--- src/irfd_pkg.sv ---
// Shared types and constants for the IR remote frame decoder.
// Depends on nothing; every other file in src uses it by scoped names.
`default_nettype none

package irfd_pkg;

  localparam int unsigned LEAD_MARK_LO    = 140;
  localparam int unsigned LEAD_MARK_HI    = 141;
  localparam int unsigned DATA_SPACE_LO   = 68;
  localparam int unsigned DATA_SPACE_HI   = 72;
  localparam int unsigned REPEAT_SPACE_LO = 34;
  localparam int unsigned REPEAT_SPACE_HI = 36;
  localparam int unsigned SHORT_LO        = 7;
  localparam int unsigned SHORT_HI        = 10;
  localparam int unsigned LONG_LO         = 25;
  localparam int unsigned LONG_HI         = 27;
  localparam int unsigned MAX_RUN         = 141;

  localparam logic [15:0] RST_IDLE_TIMEOUT = 16'd1563;
  localparam logic [15:0] RST_EXP_ADDRESS  = 16'hbf00;
  localparam logic [15:0] RST_OFF_CODE     = 16'hff00;
  localparam logic [15:0] RST_LED_CODE     = 16'hfe01;
  localparam logic [15:0] RST_BUZZER_CODE  = 16'hf609;

  localparam int unsigned CFG_IDX_BITS = 3;

  typedef enum logic [CFG_IDX_BITS-1:0] {
    CFG_IDLE_TIMEOUT = 3'd0,
    CFG_EXP_ADDRESS  = 3'd1,
    CFG_OFF_CODE     = 3'd2,
    CFG_LED_CODE     = 3'd3,
    CFG_BUZZER_CODE  = 3'd4
  } cfg_idx_e;

  typedef enum logic [6:0] {
    PH_IDLE          = 7'b0000001,
    PH_LEAD_SPACE    = 7'b0000010,
    PH_ADDR_MARK     = 7'b0000100,
    PH_ADDR_SPACE    = 7'b0001000,
    PH_CMD_MARK      = 7'b0010000,
    PH_CMD_SPACE_OK  = 7'b0100000,
    PH_CMD_SPACE_BAD = 7'b1000000
  } phase_e;

  typedef struct packed {
    logic [15:0] idle_timeout;
    logic [15:0] exp_address;
    logic [15:0] off_code;
    logic [15:0] led_code;
    logic [15:0] buzzer_code;
  } cfg_t;

  typedef struct packed {
    logic [15:0] code;
    logic        led_on;
    logic        buzzer_on;
    logic        by_timeout;
  } res_t;

endpackage

`default_nettype wire

--- src/irfd_cfg.sv ---
// Configuration register bank of the IR remote frame decoder.
// Depends on irfd_pkg for the register index codes and the cfg_t bundle.
`default_nettype none

module irfd_cfg (
  input  wire logic                              clk_i,
  input  wire logic                              rst_ni,
  input  wire logic                              cfg_valid_i,
  output logic                                   cfg_ready_o,
  input  wire logic [irfd_pkg::CFG_IDX_BITS-1:0] cfg_index_i,
  input  wire logic [15:0]                       cfg_data_i,
  output irfd_pkg::cfg_t                         cfg_o
);

  irfd_pkg::cfg_t cfg_q, cfg_d;

  assign cfg_ready_o = 1'b1;

  always_comb begin
    cfg_d = cfg_q;
    if (cfg_valid_i) begin
      case (irfd_pkg::cfg_idx_e'(cfg_index_i))
        irfd_pkg::CFG_IDLE_TIMEOUT: cfg_d.idle_timeout = cfg_data_i;
        irfd_pkg::CFG_EXP_ADDRESS:  cfg_d.exp_address  = cfg_data_i;
        irfd_pkg::CFG_OFF_CODE:     cfg_d.off_code     = cfg_data_i;
        irfd_pkg::CFG_LED_CODE:     cfg_d.led_code     = cfg_data_i;
        irfd_pkg::CFG_BUZZER_CODE:  cfg_d.buzzer_code  = cfg_data_i;
        default:                    cfg_d              = cfg_q;
      endcase
    end
  end

  always_ff @(posedge clk_i or negedge rst_ni) begin
    if (!rst_ni) begin
      cfg_q.idle_timeout <= irfd_pkg::RST_IDLE_TIMEOUT;
      cfg_q.exp_address  <= irfd_pkg::RST_EXP_ADDRESS;
      cfg_q.off_code     <= irfd_pkg::RST_OFF_CODE;
      cfg_q.led_code     <= irfd_pkg::RST_LED_CODE;
      cfg_q.buzzer_code  <= irfd_pkg::RST_BUZZER_CODE;
    end else begin
      cfg_q <= cfg_d;
    end
  end

  assign cfg_o = cfg_q;

endmodule

`default_nettype wire

--- src/irfd_core.sv ---
// Per-sample decoder: run-width counter, frame state machine and code state.
// Depends on irfd_pkg for the phase encoding, timing windows and bundles.
`default_nettype none

module irfd_core #(
  parameter int unsigned TickCounterBits = 16
) (
  input  wire logic           clk_i,
  input  wire logic           rst_ni,
  input  wire logic           accept_i,
  input  wire logic           ir_level_i,
  input  irfd_pkg::cfg_t      cfg_i,
  output logic                res_valid_o,
  output irfd_pkg::res_t      res_o
);

  localparam int unsigned Cw = (TickCounterBits > 16) ? TickCounterBits : 16;
  localparam logic [TickCounterBits-1:0] WidthMax = {TickCounterBits{1'b1}};
  localparam logic [TickCounterBits-1:0] WidthOne = TickCounterBits'(1);

  irfd_pkg::phase_e             phase_q, phase_d;
  logic                         prev_q;
  logic [TickCounterBits-1:0]   width_q, width_d;
  logic [4:0]                   bit_q, bit_d;
  logic [15:0]                  cmd_q, cmd_d;
  logic [15:0]                  code_q, code_d;
  logic                         led_q, led_d;
  logic                         buz_q, buz_d;
  logic                         short_run, long_run, lead_mark, data_space;
  logic                         frame_done, tmo_fire, space_bit;
  logic [4:0]                   bit_inc;
  logic [15:0]                  cmd_set;
  logic [15:0]                  new_code;

  function automatic logic in_win(input logic [TickCounterBits-1:0] v,
                                  input int unsigned lo, input int unsigned hi);
    in_win = (v >= TickCounterBits'(lo)) && (v <= TickCounterBits'(hi));
  endfunction

  always_comb begin
    short_run  = in_win(width_q, irfd_pkg::SHORT_LO, irfd_pkg::SHORT_HI);
    long_run   = in_win(width_q, irfd_pkg::LONG_LO, irfd_pkg::LONG_HI);
    lead_mark  = in_win(width_q, irfd_pkg::LEAD_MARK_LO, irfd_pkg::LEAD_MARK_HI);
    data_space = in_win(width_q, irfd_pkg::DATA_SPACE_LO, irfd_pkg::DATA_SPACE_HI);
    bit_inc    = bit_q + 5'd1;
    space_bit  = (phase_q == irfd_pkg::PH_CMD_SPACE_OK) && long_run;
    cmd_set    = cmd_q;
    cmd_set[bit_q[3:0]] = cmd_q[bit_q[3:0]] | space_bit;

    phase_d    = phase_q;
    bit_d      = bit_q;
    cmd_d      = cmd_q;
    width_d    = width_q;
    frame_done = 1'b0;

    if (ir_level_i != prev_q) begin
      width_d = WidthOne;
      if (!prev_q) begin
        case (phase_q)
          irfd_pkg::PH_IDLE: begin
            if (lead_mark) begin
              phase_d = irfd_pkg::PH_LEAD_SPACE;
            end
          end
          irfd_pkg::PH_ADDR_MARK: begin
            phase_d = short_run ? irfd_pkg::PH_ADDR_SPACE : irfd_pkg::PH_IDLE;
          end
          irfd_pkg::PH_CMD_MARK: begin
            phase_d = short_run ? irfd_pkg::PH_CMD_SPACE_OK : irfd_pkg::PH_CMD_SPACE_BAD;
          end
          default: phase_d = irfd_pkg::PH_IDLE;
        endcase
      end else begin
        case (phase_q)
          irfd_pkg::PH_IDLE: phase_d = irfd_pkg::PH_IDLE;
          irfd_pkg::PH_LEAD_SPACE: begin
            if (data_space) begin
              phase_d = irfd_pkg::PH_ADDR_MARK;
              bit_d   = 5'd0;
            end else begin
              phase_d = irfd_pkg::PH_IDLE;
            end
          end
          irfd_pkg::PH_ADDR_SPACE: begin
            if ((!short_run && !long_run) ||
                (long_run != cfg_i.exp_address[bit_q[3:0]])) begin
              phase_d = irfd_pkg::PH_IDLE;
            end else begin
              bit_d = bit_inc;
              if (bit_inc[4]) begin
                cmd_d   = 16'd0;
                phase_d = irfd_pkg::PH_CMD_MARK;
              end else begin
                phase_d = irfd_pkg::PH_ADDR_MARK;
              end
            end
          end
          irfd_pkg::PH_CMD_SPACE_OK, irfd_pkg::PH_CMD_SPACE_BAD: begin
            cmd_d = cmd_set;
            bit_d = bit_inc;
            if (bit_inc == 5'd0) begin
              phase_d    = irfd_pkg::PH_IDLE;
              frame_done = 1'b1;
            end else begin
              phase_d = irfd_pkg::PH_CMD_MARK;
            end
          end
          default: phase_d = irfd_pkg::PH_IDLE;
        endcase
      end
    end else if (width_q != WidthMax) begin
      width_d = width_q + WidthOne;
    end

    if ((phase_d != irfd_pkg::PH_IDLE) &&
        (width_d > TickCounterBits'(irfd_pkg::MAX_RUN))) begin
      phase_d = irfd_pkg::PH_IDLE;
    end

    tmo_fire = !frame_done && (phase_d == irfd_pkg::PH_IDLE) && ir_level_i &&
               (Cw'(width_d) >= Cw'(cfg_i.idle_timeout));
    if (tmo_fire) begin
      width_d = '0;
    end

    new_code = frame_done ? cmd_set : cfg_i.off_code;
    code_d   = code_q;
    led_d    = led_q;
    buz_d    = buz_q;
    if (frame_done || tmo_fire) begin
      code_d = new_code;
      if (new_code == cfg_i.off_code) begin
        led_d = 1'b0;
        buz_d = 1'b0;
      end else if (new_code == cfg_i.led_code) begin
        led_d = 1'b1;
      end else if (new_code == cfg_i.buzzer_code) begin
        buz_d = 1'b1;
      end
    end
  end

  always_ff @(posedge clk_i or negedge rst_ni) begin
    if (!rst_ni) begin
      phase_q <= irfd_pkg::PH_IDLE;
      prev_q  <= 1'b1;
      width_q <= '0;
      bit_q   <= 5'd0;
      cmd_q   <= 16'd0;
      code_q  <= 16'd0;
      led_q   <= 1'b0;
      buz_q   <= 1'b0;
    end else if (accept_i) begin
      phase_q <= phase_d;
      prev_q  <= ir_level_i;
      width_q <= width_d;
      bit_q   <= bit_d;
      cmd_q   <= cmd_d;
      code_q  <= code_d;
      led_q   <= led_d;
      buz_q   <= buz_d;
    end
  end

  assign res_valid_o      = accept_i && (frame_done || tmo_fire);
  assign res_o.code       = code_d;
  assign res_o.led_on     = led_d;
  assign res_o.buzzer_on  = buz_d;
  assign res_o.by_timeout = tmo_fire;

endmodule

`default_nettype wire

--- src/irfd_outreg.sv ---
// Result register of the IR remote frame decoder with its output handshake.
// Depends on irfd_pkg for the res_t bundle.
`default_nettype none

module irfd_outreg (
  input  wire logic      clk_i,
  input  wire logic      rst_ni,
  input  wire logic      load_i,
  input  irfd_pkg::res_t res_i,
  input  wire logic      out_stall_i,
  output logic           out_valid_o,
  output logic           full_stall_o,
  output irfd_pkg::res_t res_o
);

  logic           valid_q, valid_d;
  irfd_pkg::res_t res_q;

  assign full_stall_o = valid_q && out_stall_i;

  always_comb begin
    valid_d = valid_q;
    if (load_i) begin
      valid_d = 1'b1;
    end else if (valid_q && !out_stall_i) begin
      valid_d = 1'b0;
    end
  end

  always_ff @(posedge clk_i or negedge rst_ni) begin
    if (!rst_ni) begin
      valid_q <= 1'b0;
    end else begin
      valid_q <= valid_d;
    end
  end

  always_ff @(posedge clk_i) begin
    if (load_i) begin
      res_q <= res_i;
    end
  end

  assign out_valid_o = valid_q;
  assign res_o       = res_q;

endmodule

`default_nettype wire

--- src/ir_remote_frame_decoder.sv ---
// Top level of the IR remote frame decoder: config bank, decoder and result register.
// Depends on irfd_pkg, irfd_cfg, irfd_core and irfd_outreg.
//
//   Channel   Direction  Handshake                  Payload
//   in        input      in_valid_i / in_stall_o    ir_level_i
//   out       output     out_valid_o / out_stall_i  code_o, led_on_o, buzzer_on_o, by_timeout_o
//   cfg       input      cfg_valid_i / cfg_ready_o  cfg_index_i, cfg_data_i
//
// One line sample is taken every clock cycle unless the input is stalled; its
// result, if any, is in the result register in the cycle after the sample beat.
// The decoder state updates in the same edge as the accepted beat.
// Input is stalled only while a result waits and the output side stalls.
// Reset clears the decoder state and loads the default register values.
`default_nettype none

module ir_remote_frame_decoder #(
  parameter int unsigned TICK_COUNTER_BITS = 16
) (
  input  wire logic                              clk_i,
  input  wire logic                              rst_ni,
  input  wire logic                              in_valid_i,
  output logic                                   in_stall_o,
  input  wire logic                              ir_level_i,
  output logic                                   out_valid_o,
  input  wire logic                              out_stall_i,
  output logic [15:0]                            code_o,
  output logic                                   led_on_o,
  output logic                                   buzzer_on_o,
  output logic                                   by_timeout_o,
  input  wire logic                              cfg_valid_i,
  output logic                                   cfg_ready_o,
  input  wire logic [irfd_pkg::CFG_IDX_BITS-1:0] cfg_index_i,
  input  wire logic [15:0]                       cfg_data_i
);

  irfd_pkg::cfg_t cfg;
  irfd_pkg::res_t core_res;
  irfd_pkg::res_t out_res;
  logic           in_accept;
  logic           res_valid;

  assign in_accept = in_valid_i && !in_stall_o;

  irfd_cfg u_cfg (
    .clk_i       (clk_i),
    .rst_ni      (rst_ni),
    .cfg_valid_i (cfg_valid_i),
    .cfg_ready_o (cfg_ready_o),
    .cfg_index_i (cfg_index_i),
    .cfg_data_i  (cfg_data_i),
    .cfg_o       (cfg)
  );

  irfd_core #(
    .TickCounterBits (TICK_COUNTER_BITS)
  ) u_core (
    .clk_i       (clk_i),
    .rst_ni      (rst_ni),
    .accept_i    (in_accept),
    .ir_level_i  (ir_level_i),
    .cfg_i       (cfg),
    .res_valid_o (res_valid),
    .res_o       (core_res)
  );

  irfd_outreg u_outreg (
    .clk_i        (clk_i),
    .rst_ni       (rst_ni),
    .load_i       (res_valid),
    .res_i        (core_res),
    .out_stall_i  (out_stall_i),
    .out_valid_o  (out_valid_o),
    .full_stall_o (in_stall_o),
    .res_o        (out_res)
  );

  assign code_o       = out_res.code;
  assign led_on_o     = out_res.led_on;
  assign buzzer_on_o  = out_res.buzzer_on;
  assign by_timeout_o = out_res.by_timeout;

`ifndef SYNTH
  a_stall_needs_result: assert property (@(posedge clk_i) disable iff (!rst_ni)
    in_stall_o |-> out_valid_o)
    else $error("Input stalled without a pending result.");

  a_timeout_clears: assert property (@(posedge clk_i) disable iff (!rst_ni)
    (out_valid_o && by_timeout_o) |-> (!led_on_o && !buzzer_on_o))
    else $error("Timeout result left LED or buzzer on.");

  a_result_from_beat: assert property (@(posedge clk_i) disable iff (!rst_ni)
    $rose(out_valid_o) |-> $past(in_valid_i && !in_stall_o))
    else $error("Result appeared without an accepted sample.");
`endif

endmodule

`default_nettype wire
--- config.mk ---
export PLATFORM = sky130hd
export DESIGN_NAME = ir_remote_frame_decoder
export DESIGN_NICKNAME = d
export VERILOG_FILES = /design/src/irfd_pkg.sv /design/src/irfd_cfg.sv /design/src/irfd_core.sv /design/src/irfd_outreg.sv /design/src/ir_remote_frame_decoder.sv
export SDC_FILE = /design/constraint.sdc
export NUM_CORES = 1
export LEC_CHECK = 0
export ABC_AREA = 1
export BUFFER_PORTS_ARGS = -buffer_cell sky130_fd_sc_hd__clkbuf_2
export CAP_MARGIN = 0
export CORE_ASPECT_RATIO = 0.6
export CORE_MARGIN = 1
export CORE_UTILIZATION = 57
export DETAILED_ROUTE_END_ITERATION = 16
export PLACE_DENSITY = 0.86
export SYNTH_ARGS = -nofsm -noshare
export SYNTH_HDL_FRONTEND = slang
export SYNTH_HIERARCHICAL = 1
export SYNTH_SLANG_ARGS = --single-unit
--- constraint.sdc ---
create_clock -name clk_i -period 3.6 [get_ports clk_i]
set_input_delay 0.18 -clock clk_i [delete_from_list [all_inputs] [get_ports clk_i]]
set_output_delay 0.18 -clock clk_i [all_outputs]
set_load 0.05 [all_outputs]
# Word level (Yosys, flattened, before mapping)
# Index checks and enable logic that the tools add are counted.
# classes
n_lt_le_gt_ge	12
n_reduce_logical	35
n_bitwise	1
eq_ne	22
mux	43
addsub	2
# op_table
operator	count
16-bit two-way mux	7
16-bit == test	3
7-bit two-way mux	6
7-bit case mux with 3 select lines	2
16-bit case mux with 2 select lines	1
5-bit two-way mux	4
16-bit by 1-bit adder with 16-bit output (second input constant)	1
16-bit bitwise mux	1
16-bit >= comparator	1
16-bit by 3-bit >= comparator with 1-bit output (second input constant)	1
16-bit by 5-bit >= comparator with 1-bit output (second input constant)	1
16-bit by 7-bit >= comparator with 1-bit output (second input constant)	1
16-bit by 8-bit >= comparator with 1-bit output (second input constant)	1
16-bit by 8-bit greater-than comparator with 1-bit output (second input constant)	1
16-bit by 4-bit <= comparator with 1-bit output (second input constant)	1
16-bit by 5-bit <= comparator with 1-bit output (second input constant)	1
16-bit by 7-bit <= comparator with 1-bit output (second input constant)	1
16-bit by 8-bit <= comparator with 1-bit output (second input constant)	1
1-bit two-way mux	16
16-bit != test (second input constant)	1
1-bit logical AND	15
5-bit case mux with 3 select lines	1
7-bit by 1-bit == test with 1-bit output (second input constant)	2
6-bit AND reduction	2
other kinds (29)	43
# totals
ff_bits	163
in_bits	25
out_inout_bits	22

# Logic depth before layout (Yosys ltp)
# Gate-level depths: netlist (run 1).
# depth
depth_word	19
depth_mapped	26
mapped_depth_nobuf	26

# By module
# Netlist (run 1), hierarchy kept.
# by_module_without_submodules
module	cells_each	seq_area_each_um2	area_per_inst_um2	instances
irfd_core	1086	1579.0	6550.0	1
irfd_cfg	358	2048.2	3301.9	1
irfd_outreg	24	595.6	610.6	1
ir_remote_frame_decoder	2	0.0	10.0	1

# Worst setup path after synthesis (run 1)
# OpenSTA, ideal clock, no wires.
# synth_path
kind	register -> register
startpoint	register u_core.width_q[0]
endpoint	register u_outreg.res_q, in the netlist u_outreg/res_o[0], enable pin
setup_time_ns	0.375
synth_period_minus_slack_ns	3.506
arrival_time_ns	3.132
required_time_ns	3.225
stages_incl_launch_ff	25
path_buffers	1
path_slack_ns	0.094
cell_sequence	dfrtp_1 -> ha_1 -> nand3_2 -> nor2_2 -> nand2_1 -> nor2_1 -> nand2_1 -> nand3_1 -> o21a_1 -> nand2_1 -> inv_1 -> ha_1 -> nand2_1 -> nor2_1 -> nand2_1 -> o211ai_1 -> nand2_1 -> o2111ai_1 -> a31oi_1 -> inv_1 -> nand4_4 -> nand2_4 -> nand2_4 -> buf_6 -> inv_1
# synth_between
elab_chain_cells	18
word_cells_on_any_way	41
cone_classes	add/sub (1); order compare (10); eq/ne (4); mux (12); reduce/logical (14)
# synth_lines
item	line	rtl
from (decl)	irfd_core.sv:23	logic [TickCounterBits-1:0] width_q, width_d;
from (signal assigned)	irfd_core.sv:156	width_q <= width_d;
16-bit by 3-bit >= comparator with 1-bit output (tied with other cells)	irfd_core.sv:37	in_win = (v >= TickCounterBits'(lo)) && (v <= TickCounterBits'(hi));
1-bit logical AND	irfd_core.sv:37	
1-bit zero test	irfd_core.sv:85	if ((!short_run && !long_run) ||
1-bit logical AND	irfd_core.sv:85	
1-bit logical OR	irfd_core.sv:85	
7-bit two-way mux	irfd_core.sv:85	
7-bit case mux with 3 select lines	irfd_core.sv:74	case (phase_q)
7-bit two-way mux	irfd_core.sv:58	if (!prev_q) begin
(+2 left out)	n/a	
1-bit logical AND	irfd_core.sv:115	if ((phase_d != irfd_pkg::PH_IDLE) &&
7-bit two-way mux	irfd_core.sv:115	
7-bit by 1-bit == test with 1-bit output	irfd_core.sv:120	tmo_fire = !frame_done && (phase_d == irfd_pkg::PH_IDLE) && ir_level_i &&
1-bit logical AND (2 in series)	irfd_core.sv:120	
1-bit logical AND (*)	irfd_core.sv:120	
1-bit logical OR (*)	irfd_core.sv:165	assign res_valid_o = accept_i && (frame_done || tmo_fire);
1-bit logical AND (*)	irfd_core.sv:165	
via res_valid	ir_remote_frame_decoder.sv:40	logic res_valid;
to (signal assigned)	irfd_outreg.sv:40	res_q <= res_i;
to (decl)	irfd_outreg.sv:17	irfd_pkg::res_t res_q;
# Mark *: on every way through the listed nets, which the timed path passes. The rest lies on a longest branch.
# A chain may end at the register's enable or synchronous reset.

# Final worst setup path (run 1)
# layout_path
startpoint	register u_core.width_q[0]
endpoint	register u_outreg.res_q, in the netlist u_outreg/res_o[11], enable pin
# Same word-level chain as after synthesis.

==> results of run 1 <==
[routing by layer]
metal	track usage	vias up	routed length [um]	part of all wire
li1	-	4869	-	-
met1	0.503	4914	13700	0.43
met2	0.453	727	12400	0.39
met3	0.142	55	4900	0.15
met4	0.0893	0	601	0.019
met5	0	-	0	0
[power groups by stage]
stage	clock network (uW)	registers, uW	logic (uW)
6_report	1870	2430	1270
4_1_cts	1880	2400	1200
3_3_place_gp	0	2420	1120
3_5_place_dp	0	2430	1180
2_1_floorplan	0	2330	849
5_1_grt	1960	2450	1410
[cell usage after synthesis (4+ instances only)]
cell type / n
sky130_fd_sc_hd__a21oi_1: 12
sky130_fd_sc_hd__buf_2: 15
sky130_fd_sc_hd__buf_4: 16
sky130_fd_sc_hd__buf_6: 9
sky130_fd_sc_hd__clkbuf_1: 9
sky130_fd_sc_hd__dfrtp_1: 105
sky130_fd_sc_hd__dfstp_2: 39
sky130_fd_sc_hd__edfxtp_1: 19
sky130_fd_sc_hd__ha_1: 26
sky130_fd_sc_hd__inv_1: 148
sky130_fd_sc_hd__inv_2: 21
sky130_fd_sc_hd__nand2_1: 546
sky130_fd_sc_hd__nand2_2: 19
sky130_fd_sc_hd__nand2_4: 4
sky130_fd_sc_hd__nand3_1: 163
sky130_fd_sc_hd__nand3_2: 14
sky130_fd_sc_hd__nand3b_1: 18
sky130_fd_sc_hd__nand4_1: 16
sky130_fd_sc_hd__nor2_1: 90
sky130_fd_sc_hd__nor2_2: 4
sky130_fd_sc_hd__nor2_4: 8
sky130_fd_sc_hd__nor3_1: 7
sky130_fd_sc_hd__o21ai_0: 50
sky130_fd_sc_hd__o21ai_1: 40
sky130_fd_sc_hd__o22ai_1: 16
sky130_fd_sc_hd__o31ai_1: 5
sky130_fd_sc_hd__xor2_1: 14
[worst max-delay path by stage]
stage | from | cells after the start | endpoint
finish | u_core/width_q[0] | 22 | u_outreg/res_o[11]
global route | u_core/width_q[8] | 21 | u_outreg/res_o[9]
CTS | u_core/width_q[7] | 25 | u_core/led_q
detailed placement | u_core/width_q[0] | 27 | u_core/led_q
global placement | u_core/width_q[15] | 21 | u_outreg/res_o[3]
floorplan | u_core/width_q[0] | 24 | u_outreg/res_o[0]
[what timing repair did]
action,in CTS,in global routing
cloned,0,1
endpoints found under the hold margin,61,0
buffers inserted,2,10
gates resized for setup,1,37
endpoints found under the setup margin,41,73
hold buffers,4,0
pin swaps,0,10
[tightest hold or removal path, delay by kind of cell]
family | cells | cell delay [ns]
simple gates | 2 | 0.13
buf+inv | 1 | 0.15
[stage by stage]
step / setup WS, ns / setup TNS, ns / hold slack [ns]
CTS: 0.0359 / 0 / 0.00639
global placement: 0.195 / 0 / 0.254
global route: -0.0457 / -0.847 / 0.0199
detailed placement: -0.0359 / -0.359 / 0.258
floorplan: 0.0939 / 0 / -0.116
finish: 0.172 / 0 / 0.0213
[logic make-up after synthesis]
logic type,synth area share
buf+inv,0.0943
other cells,0.000358
compound gates,0.0759
flops,0.403
xor+xnor,0.0125
fa+ha+maj,0.0311
simple gates,0.383
[flip-flops by register name (all words and copies together) (netlist names)]
name,count
u_core/led_q,1
u_outreg/out_valid_o,1
u_core/phase_q,7
u_core/width_q,16
u_core/bit_q,5
u_core/cmd_q,16
u_cfg/cfg_o,80
u_core/code_q,16
u_outreg/res_o,19
u_core/prev_q,1
u_core/buz_q,1
[cell type report]
class	instances	area, um^2	area share
multi-input combinational	1083	5380	0.449
clock buffer	19	454	0.0379
sequential	163	4230	0.353
clock inverter	13	134	0.0112
timing repair buffer	116	842	0.0703
tap	234	293	0.0244
inverter	172	648	0.0541
==> flow_summary.html, run 1 <==
<table>
<tr><th>Metric</th><th>Value</th></tr>
<tr><th colspan="2">Power and ir drop</th></tr>
<tr><td>Internal power</td><td>between 3000 and 4000 uW</td></tr>
<tr><td>IR Drop Worst-Case VDD</td><td>approximately 0.33 mV</td></tr>
<tr><td>Combinational group share of total power</td><td>0.228</td></tr>
<tr><td>Switching Power</td><td>~1900 uW</td></tr>
<tr><td>Proportion of total power due to net switching</td><td>0.343</td></tr>
<tr><td>Power per standard cell area</td><td>around 460 nW/um^2</td></tr>
<tr><td>Part of the power in registers</td><td>0.436</td></tr>
<tr><td>Portion of total power attributed to the clock network</td><td>0.336</td></tr>
<tr><td>Leakage</td><td>0.00628 uW</td></tr>
<tr><td>Post-layout total power</td><td>between 5000 and 6000 uW</td></tr>
<tr><th colspan="2">Placed design</th></tr>
<tr><td>Placed inst area</td><td>~11000 um^2</td></tr>
<tr><td>Post-detail-place hpwl</td><td>~23000 um</td></tr>
<tr><td>Post-Place Cells</td><td>1751</td></tr>
<tr><td>GP Congestion</td><td>~1.0</td></tr>
<tr><td>Buffers on Ports</td><td>45</td></tr>
<tr><th colspan="2">Detailed routing</th></tr>
<tr><td>Number of design-rule violations left by the first detailed-router iteration</td><td>~1.5k</td></tr>
<tr><td>Post-DRT Antenna Nets</td><td>0</td></tr>
<tr><td>DR vias/cell</td><td>roughly 5.9</td></tr>
<tr><td>DRC Markers</td><td>0</td></tr>
<tr><td>Vias</td><td>between 10k and 15k</td></tr>
<tr><td>WL final</td><td>~32000 um</td></tr>
<tr><td>Drt wl/cell</td><td>about 18 um</td></tr>
<tr><td>Detailed-routing iteration count for the pre-antenna-repair pass</td><td>5</td></tr>
<tr><th colspan="2">Setup path</th></tr>
<tr><td>Delay-heaviest family, CP</td><td>simple AND/OR/NAND/NOR gates</td></tr>
<tr><td>Capturing element type of the critical path</td><td>register</td></tr>
<tr><td>Crit path buf inv count</td><td>7</td></tr>
<tr><td>Most common cell on crit path</td><td>sky130_fd_sc_hd__inv_1</td></tr>
<tr><td>Length in cells of the worst reg-to-reg path</td><td>22</td></tr>
<tr><td>CP max FO</td><td>20</td></tr>
<tr><td>Cell type of the slowest stage on the worst timing path</td><td>sky130_fd_sc_hd__dfrtp_1</td></tr>
<tr><td>Worst reg2reg setup slack</td><td>0.17 ns</td></tr>
<tr><td>R2r startpoint</td><td>u_core/width_q[0]</td></tr>
<tr><td>Worst setup SP type</td><td>register</td></tr>
<tr><td>Arr. time, crit path</td><td>~3.6 ns</td></tr>
<tr><td>Delay of the slowest cell on the worst path</td><td>0.41 ns</td></tr>
<tr><td>Reg-to-reg critical path endpoint</td><td>u_outreg/res_o[11]</td></tr>
<tr><td>Cell breakdown of the critical path</td><td>ha_4 -&gt; nand3_4 -&gt; inv_2 -&gt; nand4_1 -&gt; buf_4 -&gt; nand3_1 -&gt; nand2_1 -&gt; inv_1 -&gt; ha_1 -&gt; nand2_1 -&gt; inv_1 -&gt; nand3_2 -&gt; nor3_4 -&gt; nand2_1 -&gt; o2111ai_2 -&gt; a31oi_2 -&gt; inv_1 -&gt; nand4_4 -&gt; nand2_4 -&gt; nand2_4 -&gt; inv_1 -&gt; buf_12</td></tr>
<tr><td>Endpoint required time on the critical path</td><td>3.74 ns</td></tr>
<tr><td>Class of the most critical setup path</td><td>register to register</td></tr>
<tr><th colspan="2">Synth</th></tr>
<tr><td>Primary FF master, synth</td><td>sky130_fd_sc_hd__dfrtp_1</td></tr>
<tr><td>Largest cells by area after synthesis</td><td>sky130_fd_sc_hd__dfrtp_1 25%, sky130_fd_sc_hd__nand2_1 20%, sky130_fd_sc_hd__dfstp_2 9.8%, sky130_fd_sc_hd__nand3_1 7.8%, sky130_fd_sc_hd__edfxtp_1 5.4%</td></tr>
<tr><td>Mapped Cells</td><td>between 1k and 1.5k</td></tr>
<tr><td>Number of flip-flops and latches in the synthesized netlist</td><td>roughly 160</td></tr>
<tr><td>Net count of the mapped netlist</td><td>approximately 1.5k</td></tr>
<tr><td>Area fraction of the dominant cell type after synthesis</td><td>0.251</td></tr>
<tr><td>Share of flip-flops with an asynchronous set or reset after synthesis</td><td>0.883</td></tr>
<tr><td>Synthesis warning total</td><td>6</td></tr>
<tr><td>Library cells used by synthesis</td><td>between 40 and 50</td></tr>
<tr><td>Largest area contributor in the synthesized netlist</td><td>sky130_fd_sc_hd__dfrtp_1</td></tr>
<tr><td>Syn_area_per_cell</td><td>around 7 um^2</td></tr>
<tr><td>Sequential share of the synthesized area</td><td>0.403</td></tr>
<tr><td>Post-synthesis instance area</td><td>10500 um^2</td></tr>
<tr><td>Post-synth EDFFs</td><td>19</td></tr>
<tr><th colspan="2">Final layout</th></tr>
<tr><td>Summed area of non-filler cells in the final layout</td><td>between 10000 and 15000 um^2</td></tr>
<tr><td>Leading cell type in the layout, fill and taps excluded</td><td>sky130_fd_sc_hd__nand2_1</td></tr>
<tr><td>Count of nets after finishing</td><td>~1.6k</td></tr>
<tr><td>N_diodes</td><td>0</td></tr>
<tr><td>Growth of design area from synthesis to finish</td><td>14.4%</td></tr>
<tr><td>Proportion of layout cells with a drive suffix above 1</td><td>0.183</td></tr>
<tr><td>Highest-count cells in the layout ignoring fill and taps</td><td>540 x sky130_fd_sc_hd__nand2_1, 161 x sky130_fd_sc_hd__nand3_1, 148 x sky130_fd_sc_hd__inv_1</td></tr>
<tr><td>Filler Cells Inserted</td><td>approximately 1.4k</td></tr>
<tr><td>Cell Count, Final, Fillers Out</td><td>1800</td></tr>
<tr><td>Final design utilization</td><td>0.683</td></tr>
<tr><th colspan="2">Hold path</th></tr>
<tr><td>Worst hold path stage count</td><td>3</td></tr>
<tr><td>Worst hold endpoint</td><td>u_cfg/cfg_o[29]</td></tr>
<tr><td>Worst Min Path Start</td><td>cfg_data_i[13]</td></tr>
<tr><td>Worst hold-check path type</td><td>input port to register</td></tr>
<tr><th colspan="2">Global routing</th></tr>
<tr><td>Gr usage total</td><td>0.341</td></tr>
<tr><td>Largest net degree at the start of global routing</td><td>between 70 and 80</td></tr>
<tr><td>Initial antenna violation count</td><td>0</td></tr>
<tr><td>Number of global-route vias before repair</td><td>9353</td></tr>
<tr><td>Total overflow reported by the global router</td><td>0</td></tr>
<tr><td>Global-route wire length before repair</td><td>49300 um</td></tr>
<tr><th colspan="2">Timing</th></tr>
<tr><td>Final hold violation count</td><td>0</td></tr>
<tr><td>Maximum clock rate</td><td>~300 MHz</td></tr>
<tr><td>Final Max Tran Viols</td><td>0</td></tr>
<tr><td>Max_slew headroom</td><td>0.502</td></tr>
<tr><td>Setup repair after global routing missed its margin</td><td>yes</td></tr>
<tr><td>Period utilisation layout</td><td>0.952</td></tr>
<tr><td>Max Clock Skew</td><td>approximately 0.015 ns</td></tr>
<tr><td>Worst slew pin tran</td><td>0.747 ns</td></tr>
<tr><td>Final setup violation count</td><td>0</td></tr>
<tr><td>Final worst path period need</td><td>about 3.4 ns</td></tr>
<tr><th colspan="2">CTS</th></tr>
<tr><td>TritonCTS Sinks</td><td>163</td></tr>
<tr><td>Clock latency at the later pin of the worst-skew pair</td><td>0.44 ns</td></tr>
<tr><td>Maximum clock path buffer count</td><td>2</td></tr>
<tr><td>TritonCTS clock tree</td><td>built</td></tr>
<tr><td>Inserted Clock Buffers</td><td>17</td></tr>
<tr><td>Clock root cell</td><td>sky130_fd_sc_hd__clkbuf_16</td></tr>
<tr><td>CTS HTree Levels</td><td>4</td></tr>
<tr><td>CTS clock-pin slew for the worst setup and hold paths</td><td>approximately 0.07 ns</td></tr>
<tr><th colspan="2">Floorplan</th></tr>
<tr><td>IO Pins</td><td>47</td></tr>
<tr><td>Initial core utilization</td><td>0.597</td></tr>
<tr><td>CORE AREA</td><td>17500 um^2</td></tr>
<tr><td>DIE AREA</td><td>18900 um^2</td></tr>
<tr><td>Die Span X</td><td>between 150 and 200 um</td></tr>
<tr><td>Die outline height</td><td>107 um</td></tr>
<tr><td>Row cnt</td><td>37</td></tr>
<tr><th colspan="2">Flow run</th></tr>
<tr><td>Max-cap check violation count</td><td>0</td></tr>
<tr><th colspan="2">Run status</th></tr>
<tr><td>Run status</td><td>finished clean</td></tr>
</table>
No activity file was read; power rests on OpenSTA's default activity.
==> run 2, diff against run 1 <==
--- a/config.mk
+++ b/config.mk
@@ -8,7 +8,6 @@
 export ABC_AREA = 1
 export BUFFER_PORTS_ARGS = -buffer_cell sky130_fd_sc_hd__clkbuf_2
 export CAP_MARGIN = 0
-export CORE_ASPECT_RATIO = 0.6
 export CORE_MARGIN = 1
 export CORE_UTILIZATION = 57
 export DETAILED_ROUTE_END_ITERATION = 16
==> flow_summary.html, run 2 (same netlist as run 1, synthesis figures left out) <==
<table>
<tr><th>Metric</th><th>Value</th></tr>
<tr><th colspan="2">Run status</th></tr>
<tr><td>Run status</td><td>finished clean (unchanged)</td></tr>
<tr><th colspan="2">Power and ir drop</th></tr>
<tr><td>Leakage</td><td>0.00624 uW (was 0.00628 uW)</td></tr>
<tr><td>IR Drop Worst-Case VDD</td><td>0.452 mV (was 0.331 mV)</td></tr>
<tr><td>Power per standard cell area</td><td>451 nW/um^2 (was 465 nW/um^2)</td></tr>
<tr><th colspan="2">Timing</th></tr>
<tr><td>Final setup violation count</td><td>0 (unchanged)</td></tr>
<tr><td>Post-route worst hold slack</td><td>0.0131 ns (was 0.0213 ns)</td></tr>
<tr><td>Max_slew headroom</td><td>0.439 (was 0.502)</td></tr>
<tr><td>Max Clock Skew</td><td>0.00988 ns (was 0.0151 ns)</td></tr>
<tr><td>Period utilisation layout</td><td>0.953 (was 0.952)</td></tr>
<tr><td>Final hold violation count</td><td>0 (unchanged)</td></tr>
<tr><td>Maximum clock rate</td><td>292 MHz (about the same)</td></tr>
<tr><td>Setup TNS</td><td>0 ns (unchanged)</td></tr>
<tr><td>Worst slew pin tran</td><td>0.842 ns (was 0.747 ns)</td></tr>
<tr><td>Final worst path period need</td><td>3.43 ns (about the same)</td></tr>
<tr><td>Final Max Tran Viols</td><td>0 (unchanged)</td></tr>
<tr><th colspan="2">Setup path</th></tr>
<tr><td>Class of the most critical setup path</td><td>register to register (unchanged)</td></tr>
<tr><td>R2r startpoint</td><td>u_core/width_q[7] (was u_core/width_q[0])</td></tr>
<tr><td>Length in cells of the worst reg-to-reg path</td><td>22 (unchanged)</td></tr>
<tr><td>Endpoint required time on the critical path</td><td>3.78 ns (was 3.74 ns)</td></tr>
<tr><td>Arr. time, crit path</td><td>3.61 ns (was 3.57 ns)</td></tr>
<tr><td>Capturing element type of the critical path</td><td>register (unchanged)</td></tr>
<tr><td>Delay of the slowest cell on the worst path</td><td>0.44 ns (was 0.41 ns)</td></tr>
<tr><td>Reg-to-reg critical path endpoint</td><td>u_outreg/res_o[16] (was u_outreg/res_o[11])</td></tr>
<tr><td>Worst reg2reg setup slack</td><td>0.17 ns (about the same)</td></tr>
<tr><td>Most common cell on crit path</td><td>sky130_fd_sc_hd__nand2_1 (was sky130_fd_sc_hd__inv_1)</td></tr>
<tr><td>Worst setup SP type</td><td>register (unchanged)</td></tr>
<tr><td>Cell breakdown of the critical path</td><td>nand2_1 -&gt; nor2_1 -&gt; nand4_1 -&gt; buf_4 -&gt; nand2_1 -&gt; nand3_1 -&gt; inv_1 -&gt; ha_1 -&gt; inv_1 -&gt; a21oi_1 -&gt; o21ai_0 -&gt; nand2_1 -&gt; o211ai_1 -&gt; nand2_1 -&gt; o2111ai_2 -&gt; a31oi_1 -&gt; inv_1 -&gt; nand4_4 -&gt; nand2_4 -&gt; inv_6 -&gt; clkbuf_16 -&gt; o21ai_1 (was ha_4 -&gt; nand3_4 -&gt; inv_2 -&gt; nand4_1 -&gt; buf_4 -&gt; nand3_1 -&gt; nand2_1 -&gt; inv_1 -&gt; ha_1 -&gt; nand2_1 -&gt; inv_1 -&gt; nand3_2 -&gt; nor3_4 -&gt; nand2_1 -&gt; o2111ai_2 -&gt; a31oi_2 -&gt; inv_1 -&gt; nand4_4 -&gt; nand2_4 -&gt; nand2_4 -&gt; inv_1 -&gt; buf_12)</td></tr>
<tr><td>CP max FO</td><td>16 (was 20)</td></tr>
<tr><td>Cell type of the slowest stage on the worst timing path</td><td>sky130_fd_sc_hd__dfrtp_2 (was sky130_fd_sc_hd__dfrtp_1)</td></tr>
<tr><th colspan="2">Floorplan</th></tr>
<tr><td>Initial core utilization</td><td>0.583 (was 0.597)</td></tr>
<tr><td>Row cnt</td><td>49 (was 37)</td></tr>
<tr><td>CORE AREA</td><td>18000 um^2 (was 17500 um^2)</td></tr>
<tr><td>Die outline height</td><td>138 um (was 107 um)</td></tr>
<tr><td>IO Pins</td><td>47 (unchanged)</td></tr>
<tr><td>DIE AREA</td><td>18900 um^2 (about the same)</td></tr>
<tr><td>Die Span X</td><td>138 um (was 177 um)</td></tr>
<tr><th colspan="2">Detailed routing</th></tr>
<tr><td>WL final</td><td>29000 um (was 31600 um)</td></tr>
<tr><td>Post-DRT Antenna Nets</td><td>0 (unchanged)</td></tr>
<tr><td>Number of design-rule violations left by the first detailed-router iteration</td><td>1127 (was 1499)</td></tr>
<tr><td>Vias</td><td>10.1k (was 10.6k)</td></tr>
<tr><td>Detailed-routing iteration count for the pre-antenna-repair pass</td><td>6 (was 5)</td></tr>
<tr><td>DRC Markers</td><td>0 (unchanged)</td></tr>
<tr><td>Drt wl/cell</td><td>16.4 um (was 17.6 um)</td></tr>
<tr><td>DR vias/cell</td><td>5.71 (was 5.87)</td></tr>
<tr><th colspan="2">CTS</th></tr>
<tr><td>Clock latency at the later pin of the worst-skew pair</td><td>0.43 ns (was 0.44 ns)</td></tr>
<tr><td>Inserted Clock Buffers</td><td>17 (unchanged)</td></tr>
<tr><td>CTS clock-pin slew for the worst setup and hold paths</td><td>0.07 ns (about the same)</td></tr>
<tr><td>TritonCTS Sinks</td><td>163 (unchanged)</td></tr>
<tr><td>CTS HTree Levels</td><td>4 (unchanged)</td></tr>
<tr><td>TritonCTS clock tree</td><td>built (unchanged)</td></tr>
<tr><td>Maximum clock path buffer count</td><td>2 (unchanged)</td></tr>
<tr><td>Clock root cell</td><td>sky130_fd_sc_hd__clkbuf_16 (unchanged)</td></tr>
<tr><th colspan="2">Final layout</th></tr>
<tr><td>N_diodes</td><td>0 (unchanged)</td></tr>
<tr><td>Growth of design area from synthesis to finish</td><td>13.4% (was 14.4%)</td></tr>
<tr><td>Register area</td><td>4230 um^2 (about the same)</td></tr>
<tr><td>Proportion of layout cells with a drive suffix above 1</td><td>0.172 (was 0.183)</td></tr>
<tr><td>Leading cell type in the layout, fill and taps excluded</td><td>sky130_fd_sc_hd__nand2_1 (unchanged)</td></tr>
<tr><td>Highest-count cells in the layout ignoring fill and taps</td><td>539 x sky130_fd_sc_hd__nand2_1, 161 x sky130_fd_sc_hd__nand3_1, 146 x sky130_fd_sc_hd__inv_1 (was 540 x sky130_fd_sc_hd__nand2_1, 161 x sky130_fd_sc_hd__nand3_1, 148 x sky130_fd_sc_hd__inv_1)</td></tr>
<tr><td>Filler Cells Inserted</td><td>1504 (was 1445)</td></tr>
<tr><td>Number of flip-flops in the largest register</td><td>80 (unchanged)</td></tr>
<tr><td>Count of nets after finishing</td><td>1583 (was 1604)</td></tr>
<tr><td>Area of the multi-input gates</td><td>5400 um^2 (was 5380 um^2)</td></tr>
<tr><th colspan="2">Hold path</th></tr>
<tr><td>Worst hold-check path type</td><td>input port to register (unchanged)</td></tr>
<tr><td>Worst hold endpoint</td><td>u_core/prev_q (was u_cfg/cfg_o[29])</td></tr>
<tr><td>Worst hold path stage count</td><td>3 (unchanged)</td></tr>
<tr><td>Worst Min Path Start</td><td>ir_level_i (was cfg_data_i[13])</td></tr>
<tr><th colspan="2">Global routing</th></tr>
<tr><td>Initial antenna violation count</td><td>0 (unchanged)</td></tr>
<tr><td>Largest net degree at the start of global routing</td><td>92 (was 77)</td></tr>
<tr><td>Total overflow reported by the global router</td><td>0 (unchanged)</td></tr>
<tr><td>Gr usage total</td><td>0.317 (was 0.341)</td></tr>
<tr><td>Global-route wire length before repair</td><td>45800 um (was 49300 um)</td></tr>
<tr><td>Number of global-route vias before repair</td><td>9190 (was 9353)</td></tr>
<tr><th colspan="2">Placed design</th></tr>
<tr><td>Buffers on Ports</td><td>45 (unchanged)</td></tr>
<tr><td>GP Congestion</td><td>0.927 (was 1.00)</td></tr>
<tr><td>Post-detail-place hpwl</td><td>20500 um (was 22800 um)</td></tr>
<tr><th colspan="2">Flow run</th></tr>
<tr><td>Max-cap check violation count</td><td>0 (unchanged)</td></tr>
</table>
[run 2: metal layers]
layer	part of all wire	track usage	routed length, um	vias to the layer above
met5	0	0	0	-
met4	0.027	0.115	790	0
met3	0.093	0.0655	2700	72
met2	0.46	0.497	13400	507
met1	0.42	0.432	12100	4701
li1	-	-	-	4839
[run 2: worst max path at each step]
stage | start | to | slack, ns | cells past startpoint
2_1_floorplan | u_core/width_q[0] | u_outreg/res_o[0] | 0.09 | 24
3_3_place_gp | u_core/width_q[1] | u_outreg/res_o[7] | 0.21 | 24
3_5_place_dp | u_core/width_q[0] | u_outreg/res_o[9] | 0.005 | 24
4_1_cts | u_core/width_q[12] | u_outreg/res_o[5] | 0.08 | 22
5_1_grt | u_core/width_q[7] | u_core/led_q | -0.06 | 25
6_report | u_core/width_q[7] | u_outreg/res_o[16] | 0.17 | 22
[run 2: through the flow]
| step | util | cells | power (uW) | area, um^2 | worst slack, ns |
|---|---|---|---|---|---|
| after detailed placement | 0.612 | 1729 | 3530 | 11000 | 0.00455 |
| after global routing | 0.661 | 1773 | 5650 | 11900 | -0.0642 |
| after global placement | 0.612 | 1729 | 3470 | 11000 | 0.211 |
| after CTS | 0.647 | 1765 | 5310 | 11600 | 0.0768 |
| final | 0.661 | 1773 | 5360 | 11900 | 0.170 |
| after floorplan | - | 1470 | 3180 | 10500 | 0.0939 |
[run 2: layout make-up]
type                    instances  area share
multi-input cells            1083       0.454
flip-flops and latches        163       0.356
repair buffers                 95      0.0625
inverters                     172      0.0550
clock buffers                  20      0.0394
well taps                     229      0.0241
clock inverters                11     0.00843
[run 2: repair_timing]
action,4_1_cts,5_1_grt
hold buffers,3,0
hold endpoints to repair,69,0
gates cloned,0,3
pin swaps,0,9
endpoints found under the setup margin,25,73
setup buffers,2,5
resized for setup,2,40
[run 2: power breakdown]
group / switching [uW] / internal, uW
clock network: 761 / 1010
logic: 767 / 440
registers: 211 / 2170
total: 1740 / 3620
[run 2: worst max-delay path: cells and delay by family (launching register included)]
| kind | cells | cell delay, ns |
|---|---|---|
| compound gates | 6 | 0.69 |
| buf+inv | 6 | 0.73 |
| fa+ha+maj | 1 | 0.14 |
| flops | 1 | 0.44 |
| simple gates | 9 | 1.15 |
